$ cat config.mk
export PLATFORM = sky130hd
export DESIGN_NAME = framed_command_parser_top_flat
export DESIGN_NICKNAME = d
export VERILOG_FILES = /design/src/hdl/fcp_pkg.sv /design/src/hdl/fcp_if.sv /design/src/hdl/framed_command_parser_top.sv /design/src/hdl/fcp_core.sv /design/src/flat_wrapper.sv
export SDC_FILE = /design/constraint.sdc
export NUM_CORES = 1
export LEC_CHECK = 0
export BUFFER_PORTS_ARGS = -buffer_cell sky130_fd_sc_hd__buf_2
export CORE_MARGIN = 2
export CORE_UTILIZATION = 59
export CTS_BUF_LIST = sky130_fd_sc_hd__clkbuf_8 sky130_fd_sc_hd__clkbuf_16
export DETAILED_ROUTE_END_ITERATION = 10
export PLACE_DENSITY = 0.84
export SYNTH_ARGS = -nofsm -noshare
export SYNTH_HDL_FRONTEND = slang
export SYNTH_SLANG_ARGS = --single-unit
export TNS_END_PERCENT = 50
$ cat constraint.sdc
create_clock -name clk_i -period 8.6 [get_ports clk_i]
set_input_delay 1.72 -clock clk_i [delete_from_list [all_inputs] [get_ports clk_i]]
set_output_delay 1.72 -clock clk_i [all_outputs]
set_load 0.03 [all_outputs]
$ cat src/hdl/fcp_pkg.sv
// Package for the framed command parser: parse phase codes, character
// constants and the command record passed from the parser core to the top.
// No dependencies.
package fcp_pkg;

  // Parse phase, one-hot coded.
  typedef enum logic [2:0] {
    PHASE_SEEK    = 3'b001,
    PHASE_TYPE    = 3'b010,
    PHASE_PAYLOAD = 3'b100
  } phase_e;

  // Fixed field widths of a command.
  localparam int unsigned TypeChars = 6;
  localparam int unsigned TypeWidth = 8 * TypeChars;
  localparam int unsigned TypeCntW  = 3;
  localparam int unsigned ValueW    = 16;

  // Longest type before the message is dropped.
  localparam logic [TypeCntW-1:0] MaxTypeChars = TypeCntW'(TypeChars);

  // Framing and sign characters.
  localparam logic [7:0] CharDollar = 8'h24;
  localparam logic [7:0] CharComma  = 8'h2C;
  localparam logic [7:0] CharStar   = 8'h2A;
  localparam logic [7:0] CharMinus  = 8'h2D;
  localparam logic [7:0] CharPlus   = 8'h2B;
  localparam logic [7:0] CharZero   = 8'h30;

  // The threshold command type "PCTH", first character in the low byte.
  localparam logic [TypeCntW-1:0]  PcthLength = 3'd4;
  localparam logic [TypeWidth-1:0] PcthChars  = 48'h0000_4854_4350;

  // One parsed command.
  typedef struct packed {
    logic [TypeWidth-1:0]     type_chars;
    logic [TypeCntW-1:0]      type_length;
    logic signed [ValueW-1:0] first_value;
    logic signed [ValueW-1:0] second_value;
    logic                     is_threshold_command;
  } cmd_t;

endpackage

$ cat src/hdl/fcp_if.sv
// Channel interfaces of the framed command parser: the received byte stream
// and the parsed command stream, both with a valid/ready handshake.
// Depends on fcp_pkg for the field widths.
interface fcp_rx_if;
  logic       valid;
  logic       ready;
  logic [7:0] rx_byte;

  modport source (output valid, output rx_byte, input ready);
  modport sink (input valid, input rx_byte, output ready);
endinterface

interface fcp_cmd_if;
  logic                             valid;
  logic                             ready;
  logic [fcp_pkg::TypeWidth-1:0]    type_chars;
  logic [fcp_pkg::TypeCntW-1:0]     type_length;
  logic signed [fcp_pkg::ValueW-1:0] first_value;
  logic signed [fcp_pkg::ValueW-1:0] second_value;
  logic                             is_threshold_command;

  modport source (output valid, output type_chars, output type_length, output first_value,
                  output second_value, output is_threshold_command, input ready);
  modport sink (input valid, input type_chars, input type_length, input first_value,
                input second_value, input is_threshold_command, output ready);
endinterface

$ cat src/hdl/framed_command_parser_top.sv
// Top level of the framed command parser: input byte register, parser core
// and command output register.
// Depends on fcp_pkg, fcp_rx_if, fcp_cmd_if and fcp_core.

// The parser takes one received byte per clock cycle unless stalled, and
// returns a command once the closing star of a sentence has been taken. The
// byte is registered, processed by the parser core when it moves on, and a
// finished command is held in an output register until it is taken; bytes
// keep flowing while that register is empty or being emptied, so the only
// thing that stalls the input is a command left waiting at the output.
// Bytes outside a sentence and bytes of an aborted sentence give no command.
module framed_command_parser_top #(
  parameter int unsigned MaxPayloadBytes = 100
) (
  input  logic      clk_i,
  input  logic      rst_ni,
  fcp_rx_if.sink    rx_i,
  fcp_cmd_if.source cmd_o
);

  logic          byte_valid_q;
  logic [7:0]    byte_q;
  logic          advance;
  logic          emit;
  fcp_pkg::cmd_t cmd;
  logic          cmd_valid_q, cmd_valid_d;
  fcp_pkg::cmd_t cmd_q;

  // A held byte moves on whenever the output register has room.
  assign advance    = byte_valid_q && (!cmd_valid_q || cmd_o.ready);
  assign rx_i.ready = !byte_valid_q || advance;

  // Input byte register.
  always_ff @(posedge clk_i or negedge rst_ni) begin
    if (!rst_ni) begin
      byte_valid_q <= 1'b0;
    end else if (rx_i.ready) begin
      byte_valid_q <= rx_i.valid;
    end
  end

  always_ff @(posedge clk_i) begin
    if (rx_i.ready && rx_i.valid) begin
      byte_q <= rx_i.rx_byte;
    end
  end

  fcp_core #(
    .MaxPayloadBytes(MaxPayloadBytes)
  ) u_core (
    .clk_i  (clk_i),
    .rst_ni (rst_ni),
    .step_i (advance),
    .byte_i (byte_q),
    .emit_o (emit),
    .cmd_o  (cmd)
  );

  // Command output register.
  assign cmd_valid_d = emit || (cmd_valid_q && !cmd_o.ready);

  always_ff @(posedge clk_i or negedge rst_ni) begin
    if (!rst_ni) begin
      cmd_valid_q <= 1'b0;
    end else begin
      cmd_valid_q <= cmd_valid_d;
    end
  end

  always_ff @(posedge clk_i) begin
    if (emit) begin
      cmd_q <= cmd;
    end
  end

  assign cmd_o.valid                = cmd_valid_q;
  assign cmd_o.type_chars           = cmd_q.type_chars;
  assign cmd_o.type_length          = cmd_q.type_length;
  assign cmd_o.first_value          = cmd_q.first_value;
  assign cmd_o.second_value         = cmd_q.second_value;
  assign cmd_o.is_threshold_command = cmd_q.is_threshold_command;

endmodule

$ cat src/hdl/fcp_core.sv
// Parser core of the framed command parser: sentence state and on-the-fly
// decimal conversion, one byte per enabled cycle.
// Depends on fcp_pkg.
module fcp_core #(
  parameter int unsigned MaxPayloadBytes = 100
) (
  input  logic          clk_i,
  input  logic          rst_ni,
  input  logic          step_i,
  input  logic [7:0]    byte_i,
  output logic          emit_o,
  output fcp_pkg::cmd_t cmd_o
);

  localparam int unsigned PcW = $clog2(MaxPayloadBytes + 1);
  localparam logic [PcW-1:0] PayloadLimit = PcW'(MaxPayloadBytes);

  fcp_pkg::phase_e                         phase_q, phase_d;
  logic [fcp_pkg::TypeChars-1:0][7:0]      type_q, type_d;
  logic [fcp_pkg::TypeCntW-1:0]            type_count_q, type_count_d;
  logic [PcW-1:0]                          payload_count_q, payload_count_d;
  logic [1:0]                              field_number_q, field_number_d;
  logic                                    at_start_q, at_start_d;
  logic                                    negative_q, negative_d;
  logic [fcp_pkg::ValueW-1:0]              acc_q, acc_d;
  logic [fcp_pkg::ValueW-1:0]              held_q, held_d;
  logic [fcp_pkg::ValueW-1:0]              field_value;
  logic [fcp_pkg::ValueW-1:0]              acc_next;
  logic                                    has_payload;

  // Current field value with its sign applied, and the next accumulator value.
  assign field_value = negative_q ? (~acc_q + 16'd1) : acc_q;
  assign acc_next    = {acc_q[12:0], 3'b000} + {acc_q[14:0], 1'b0} + {8'h00, byte_i}
                       - {8'h00, fcp_pkg::CharZero};

  // Next state for one received byte.
  always_comb begin
    phase_d         = phase_q;
    type_d          = type_q;
    type_count_d    = type_count_q;
    payload_count_d = payload_count_q;
    field_number_d  = field_number_q;
    at_start_d      = at_start_q;
    negative_d      = negative_q;
    acc_d           = acc_q;
    held_d          = held_q;
    emit_o          = 1'b0;
    if (step_i) begin
      case (phase_q)
        fcp_pkg::PHASE_TYPE: begin
          if (byte_i == fcp_pkg::CharComma) begin
            phase_d         = fcp_pkg::PHASE_PAYLOAD;
            payload_count_d = '0;
            field_number_d  = 2'd0;
            held_d          = '0;
            acc_d           = '0;
            negative_d      = 1'b0;
            at_start_d      = 1'b1;
          end else if (type_count_q >= fcp_pkg::MaxTypeChars) begin
            phase_d      = fcp_pkg::PHASE_SEEK;
            type_count_d = '0;
            type_d       = '0;
          end else if (byte_i == fcp_pkg::CharStar) begin
            emit_o  = 1'b1;
            phase_d = fcp_pkg::PHASE_SEEK;
          end else begin
            type_d[type_count_q] = byte_i;
            type_count_d         = type_count_q + 3'd1;
          end
        end
        fcp_pkg::PHASE_PAYLOAD: begin
          if (byte_i == fcp_pkg::CharStar) begin
            emit_o  = 1'b1;
            phase_d = fcp_pkg::PHASE_SEEK;
          end else if (payload_count_q >= PayloadLimit) begin
            phase_d         = fcp_pkg::PHASE_SEEK;
            payload_count_d = '0;
          end else begin
            payload_count_d = payload_count_q + PcW'(1);
            // Only the first two fields are converted.
            if (field_number_q != 2'd2) begin
              if (byte_i == fcp_pkg::CharComma) begin
                if (field_number_q == 2'd0) begin
                  held_d         = field_value;
                  field_number_d = 2'd1;
                  acc_d          = '0;
                  negative_d     = 1'b0;
                  at_start_d     = 1'b1;
                end else begin
                  field_number_d = 2'd2;
                end
              end else if (at_start_q &&
                           (byte_i inside {fcp_pkg::CharMinus, fcp_pkg::CharPlus})) begin
                negative_d = (byte_i == fcp_pkg::CharMinus);
                at_start_d = 1'b0;
              end else begin
                acc_d      = acc_next;
                at_start_d = 1'b0;
              end
            end
          end
        end
        default: begin
          // Seeking, and any code that is not a phase.
          if (byte_i == fcp_pkg::CharDollar) begin
            phase_d      = fcp_pkg::PHASE_TYPE;
            type_count_d = '0;
            type_d       = '0;
          end else begin
            phase_d = fcp_pkg::PHASE_SEEK;
          end
        end
      endcase
    end
  end

  // Command fields as they stand when the closing star arrives.
  assign has_payload = (phase_q == fcp_pkg::PHASE_PAYLOAD);
  always_comb begin
    cmd_o.type_chars   = type_q;
    cmd_o.type_length  = type_count_q;
    cmd_o.first_value  = '0;
    cmd_o.second_value = '0;
    if (has_payload) begin
      if (field_number_q == 2'd0) begin
        cmd_o.first_value = field_value;
      end else begin
        cmd_o.first_value  = held_q;
        cmd_o.second_value = field_value;
      end
    end
    cmd_o.is_threshold_command = (type_count_q == fcp_pkg::PcthLength) &&
                                 (type_q == fcp_pkg::PcthChars);
  end

  // State registers.
  always_ff @(posedge clk_i or negedge rst_ni) begin
    if (!rst_ni) begin
      phase_q         <= fcp_pkg::PHASE_SEEK;
      type_q          <= '0;
      type_count_q    <= '0;
      payload_count_q <= '0;
      field_number_q  <= 2'd0;
      at_start_q      <= 1'b1;
      negative_q      <= 1'b0;
      acc_q           <= '0;
      held_q          <= '0;
    end else begin
      phase_q         <= phase_d;
      type_q          <= type_d;
      type_count_q    <= type_count_d;
      payload_count_q <= payload_count_d;
      field_number_q  <= field_number_d;
      at_start_q      <= at_start_d;
      negative_q      <= negative_d;
      acc_q           <= acc_d;
      held_q          <= held_d;
    end
  end

`ifndef SYNTH
  // The type counter never passes the type limit.
  assert property (@(posedge clk_i) disable iff (!rst_ni)
    type_count_q <= fcp_pkg::MaxTypeChars)
    else $error("type count beyond limit");

  // The payload counter never passes the payload limit.
  assert property (@(posedge clk_i) disable iff (!rst_ni)
    payload_count_q <= PayloadLimit)
    else $error("payload count beyond limit");

  // A command only leaves from the type or payload phase.
  assert property (@(posedge clk_i) disable iff (!rst_ni)
    emit_o |-> (phase_q == fcp_pkg::PHASE_TYPE || phase_q == fcp_pkg::PHASE_PAYLOAD))
    else $error("command emitted while seeking");

  // After a command the parser hunts for the next start marker.
  assert property (@(posedge clk_i) disable iff (!rst_ni)
    emit_o |=> (phase_q == fcp_pkg::PHASE_SEEK))
    else $error("parser did not return to seeking after a command");
`endif

endmodule
$ cat src/flat_wrapper.sv
// flat-port wrapper written by rule: the top's interface ports become plain ports
module framed_command_parser_top_flat 
#(
  parameter int unsigned MaxPayloadBytes = 100
)
  (clk_i, rst_ni, rx_i_valid, rx_i_rx_byte, rx_i_ready, cmd_o_valid, cmd_o_type_chars, cmd_o_type_length, cmd_o_first_value, cmd_o_second_value, cmd_o_is_threshold_command, cmd_o_ready);
  fcp_rx_if rx_i_i ();
  fcp_cmd_if cmd_o_i ();
  input  logic clk_i;
  input  logic rst_ni;
  input wire logic [$bits(rx_i_i.valid)-1:0] rx_i_valid;
  input wire logic [$bits(rx_i_i.rx_byte)-1:0] rx_i_rx_byte;
  output wire logic [$bits(rx_i_i.ready)-1:0] rx_i_ready;
  output wire logic [$bits(cmd_o_i.valid)-1:0] cmd_o_valid;
  output wire logic [$bits(cmd_o_i.type_chars)-1:0] cmd_o_type_chars;
  output wire logic [$bits(cmd_o_i.type_length)-1:0] cmd_o_type_length;
  output wire logic [$bits(cmd_o_i.first_value)-1:0] cmd_o_first_value;
  output wire logic [$bits(cmd_o_i.second_value)-1:0] cmd_o_second_value;
  output wire logic [$bits(cmd_o_i.is_threshold_command)-1:0] cmd_o_is_threshold_command;
  input wire logic [$bits(cmd_o_i.ready)-1:0] cmd_o_ready;
  assign rx_i_i.valid = rx_i_valid;
  assign rx_i_i.rx_byte = rx_i_rx_byte;
  assign rx_i_ready = rx_i_i.ready;
  assign cmd_o_valid = cmd_o_i.valid;
  assign cmd_o_type_chars = cmd_o_i.type_chars;
  assign cmd_o_type_length = cmd_o_i.type_length;
  assign cmd_o_first_value = cmd_o_i.first_value;
  assign cmd_o_second_value = cmd_o_i.second_value;
  assign cmd_o_is_threshold_command = cmd_o_i.is_threshold_command;
  assign cmd_o_i.ready = cmd_o_ready;
  framed_command_parser_top #(.MaxPayloadBytes(MaxPayloadBytes)) u_core (.clk_i(clk_i), .rst_ni(rst_ni), .rx_i(rx_i_i), .cmd_o(cmd_o_i));
endmodule
Word level (Yosys, flattened, before mapping) --
Cells that the tools add are included.
Cells by class: $add $sub $neg 6, magnitude comparators 4, eq/ne operators 22, multiplexer cells 66, bitwise logic cells 2, reduce and logical (&&, ||, !) cells 24
Operators by type and width (count):
- $mux 16 | 13
- $mux 48 | 4
- $pmux 48 s2 | 1
- $pmux 16 s2 | 2
- $bwmux 48 | 1
- $eq 48x31->1 const B | 1
- $eq 8x6->1 const B | 5
- $mux 3 | 9
- $demux 8 s3 | 1
- $mux 7 | 3
- $mux 1 | 17
- $add 16x1->16 const B | 1
- $add 16x16->16 | 1
- $add 16x8->16 | 1
- $not 16->16 | 1
- $reduce_and 8->1 | 2
- $sub 16x6->16 const B | 1
- $mux 2 | 7
- $pmux 7 s2 | 1
- $reduce_and 7->1 | 2
- $pmux 3 s2 | 2
- $ne 2x2->1 const B | 5
- $mux 8 | 1
- $add 7x1->7 const B | 1
- other kinds (24) | 41
Word-level totals: register bits after elaboration 191, input bits 12, output and inout bits 86, logic and storage cells 146

Depth between registers and ports, before layout --
depth after elaboration 9, gate-level depth with buffers 13

Hierarchy --
Synthesis repeated with hierarchy kept, for this count alone.
Second synthesis, totals: cell total of the unflattened synthesis 693, area total of the unflattened synthesis 8574.5 um2
Modules (own cells, without submodules):
- fcp_core | times used 1, cells an instance 593, area each 5708.0 um2
- framed_command_parser_top | times used 1, cells an instance 100, area each 2866.5 um2

Worst setup path after synthesis --
Ideal clock, no wire load.
path type input -> register, start input cmd_o_ready, end register u_core.cmd_q (netlist bit u_core.cmd_o.first_value[0]) (enable), data arrival time 7.816 ns, setup slack 0.155 ns, stages on the path 3, path buffers 0, cells stage by stage nand2b_1 -> nand4b_1 -> nor3_1
On the way: cells in the longest elaborated chain, start to end 3
Ends and longest elaborated chain:
- start, declared | RTL line flat_wrapper.sv:20 | input wire logic [$bits(cmd_o_i.ready)-1:0] cmd_o_ready;
- $logic_or 1x1->1 | RTL line framed_command_parser_top.sv:30 | assign advance = byte_valid_q && (!cmd_valid_q || cmd_o.ready);
- $logic_and 1x1->1 | RTL line framed_command_parser_top.sv:30
- $mux 1 | RTL line fcp_core.sv:48 | if (step_i) begin
- net u_core.emit | RTL line framed_command_parser_top.sv:24 | logic emit;
- end signal, assigned | RTL line framed_command_parser_top.sv:72 | cmd_q <= cmd;
- end, declared | RTL line framed_command_parser_top.sv:27 | fcp_pkg::cmd_t cmd_q;
The timed path passes the listed nets, and every way through them passes these cells. A chain may end at the register's enable or synchronous reset.

Worst setup path after layout --
start input cmd_o_ready, end output rx_i_ready
On the way: cells in the longest elaborated chain, start to end 3
Ends and longest elaborated chain:
- $logic_or 1x1->1 | RTL line framed_command_parser_top.sv:30
- $logic_and 1x1->1 | RTL line framed_command_parser_top.sv:30
- $logic_or 1x1->1 | RTL line framed_command_parser_top.sv:31 | assign rx_i.ready = !byte_valid_q || advance;
- end, declared | RTL line flat_wrapper.sv:13 | output wire logic [$bits(rx_i_i.ready)-1:0] rx_i_ready;
Every way passes these cells.

==> results.toml <==
[outcome]
outcome = "complete, no violations"

[sta]
finalSetupViolCount = 0
min_period_ns = 3.910
grt_setup_unrepaired = "false"
fmax_mhz = 255.7
finalHoldViolCount = 0
tns_ns = 0
slew_headroom_pct = 20.20
finClkSkew_ns = 0.007354
tightest_slew_ns = 1.182
post-route-period-util_pct = 45.47
drv_slew = 0

[yosys]
ys_seq_area_share_pct = 59.99
syn_area_per_cell_um2 = 12.38
yosysUniqueCellTypes = 55
syn_area_mm2 = 0.008740
syn_inst = 706
yosysWarnings = 0
synth_edf_count = 92
ys.flop_type = "dfrtp_1"
syn_nets = 763
ys_ff_latch = 191
synthArstFlopShare_pct = 51.83

[critical_path]
arrival_ns = 2.19
startpoint = "cmd_o_ready"
r2r_setup_slack_ns = 5.05
reg2regPathDepth = 13
path_max_fanout = 3
reg2reg_from = "u_core.byte_q[3]"
r2r_end = "u_core.u_core.acc_q[15]"
critPathKind = "primary input to output pin"
cp-end-kind = "output pin"
worst_setup_path_start_kind = "primary input"
required_ns = 6.88
endpoint = "rx_i_ready"

[drt]
num_vias = 6191
wirelength_um = 19410
wl_per_cell_um = 19.39
viasPerCell = 6.185
drtPass1Iterations = 5
drt_iter0_drc = 709
drc = 0
ant_nets = 0

[pwr]
p_leak_uw = 0.004306
ir_drop_uv = 137.0
power_density_mw_per_mm2 = 190.9

[global_routing]
grt_pass1_vias = 6050
grt_first_pass_wirelength_um = 31320
grt-ovfl-total = 0
grt_usage_pct = 25.31
antenna_found_initial = 0
grt_max_degree = 53

[clock_network]
clk_latency_ns = 0.44
hold_buffers = 0
cts_buffer_depth = 2
path_clk_slew_ns = 0.07
post_cts_buffers = 0
tritoncts = "built"
cts_resized = 0
htreeDepth = 4
root_buffer = "clkbuf_16"
numCtsBuffers = 17
cts_sinks = 191

[final_layout]
layout-drive-gt1-share_pct = 19.95
antennaDiodeCount = 0
postLayoutCellArea_mm2 = 0.009991
synthToLayoutAreaGrowth_pct = 14.32
fin_cells = 1001
final_net_count = 861

[floorplanning]
ios = 98
core_area_mm2 = 0.01448
die_h_um = 125.7
dieArea_mm2 = 0.01580
fp-row-count = 44
die_x_um = 125.7
start_util_pct = 60.36

[worst_hold_path]
worstHoldStart = "u_core.u_core.cmd_o[46]"
hold_class = "flop to flop"

[place]
dpl-instance-area_mm2 = 0.009412
placed_cells = 969
io_buffers = 97
gp_congestion = 0.8713
hpwl_um = 13470

[run]
cap_violations = 0
[metal layers]
metal	up-vias	wire [µm]	part of all wire [%]	global-route usage (%)
met5	-	0	0	0
met2	335	9221	48	39.30
met1	2994	8067	42	35.47
met3	54	1590	8.2	4.673
li1	2808	-	-	-
met4	0	532	2.7	11.05
[worst min path at each step]
| stage | to | slack (ns) | depth (start not counted) |
|---|---|---|---|
| after floorplan | u_core.cmd_o.type_length[2] | 0.42 | 0 |
| after global placement | u_core.cmd_o.type_chars[15] | 0.47 | 0 |
| after detailed placement | u_core.cmd_o.type_chars[10] | 0.46 | 0 |
| after CTS | u_core.cmd_o.type_chars[10] | 0.48 | 0 |
| after global routing | u_core.cmd_o.type_chars[14] | 0.50 | 0 |
| final | u_core.cmd_o.type_chars[10] | 0.48 | 0 |
[logic make-up (layout without fill, tap and decap cells)]
family	after synthesis	count (layout)	synth area share, %
flip-flops	191	191	59.99
XOR/XNOR	30	30	3.006
multiplexers	11	11	1.374
adder cells (fa/ha/maj)	45	45	6.958
AO/OA/AOI/OAI	175	175	14.96
buffers and inverters	80	191	3.651
AND/OR/NAND/NOR	174	174	10.06
[critical path: stages]
cell	delay (ns)
buf_2	0.10
nand3b_1	0.17
buf_2	0.20
[placed cells by master, fill, tap and decap left out, types with 5 or more instances in the layout]
master	n
a21oi_1	21
fa_1	6
nand2_2	5
o31ai_1	16
o21ai_0	41
nor3_1	8
clkbuf_16	17
a32o_1	25
edfxtp_1	92
a22o_1	9
and3_1	7
nor4b_1	5
dfrtp_1	97
buf_4	9
nand3_1	18
ha_1	39
nor4_1	7
nor2_1	32
xor2_1	10
nand2b_1	7
a21o_1	6
inv_1	54
nand2_1	62
xnor2_1	20
o2bb2ai_1	33
mux2_2	8
buf_2	96
[registers in the layout, summed over array words and instances (netlist names), 2 cells and up]
signal                         cells
u_core.u_core.held_q              16
u_core.cmd_o.type_length           3
u_core.byte_q                      8
u_core.cmd_o.second_value         16
u_core.u_core.type_count_q         3
u_core.u_core.payload_count_q      7
u_core.u_core.cmd_o               48
u_core.u_core.acc_q               16
u_core.u_core.field_number_q       2
u_core.u_core.phase_q              3
u_core.cmd_o.type_chars           48
u_core.cmd_o.first_value          16
[stage by stage]
stage	utilization [%]	total power, µW	worst slack [ns]	hold slack [ns]
2_1_floorplan	-	1110	0.1549	0.4231
3_3_place_gp	65.00	1146	4.700	0.4672
3_5_place_dp	65.00	1153	4.569	0.4640
4_1_cts	69.00	1911	4.690	0.4807
5_1_grt	69.00	1965	4.652	0.5029
6_report	69.00	1907	4.690	0.4800
[cell type report]
cell class | count | area, µm²
clock buffers | 17 | 425.4
clock inverters | 15 | 153.9
fillers | 971 | 4488
inverters | 54 | 202.7
multi-input cells | 435 | 3188
flip-flops and latches | 191 | 5243
well taps | 184 | 230.2
repair buffers | 105 | 548.0
[where the power goes]
part | switching (µW) | internal [µW]
combinational | 55.5 | 45.2
clock | 360 | 410
sequential | 46.3 | 991
[synthesized netlist by cell type, types with 20 or more instances]
cell	number	share of area (%)
nor2_1	32	1.4
nand2_1	62	2.7
a21oi_1	21	1.2
a32o_1	25	2.9
o21ai_0	41	2.3
ha_1	39	5.6
inv_1	54	2.3
edfxtp_1	92	32
o2bb2ai_1	33	3.3
xnor2_1	20	2.0
dfrtp_1	97	28
No activity file was read; power rests on OpenSTA's default activity.
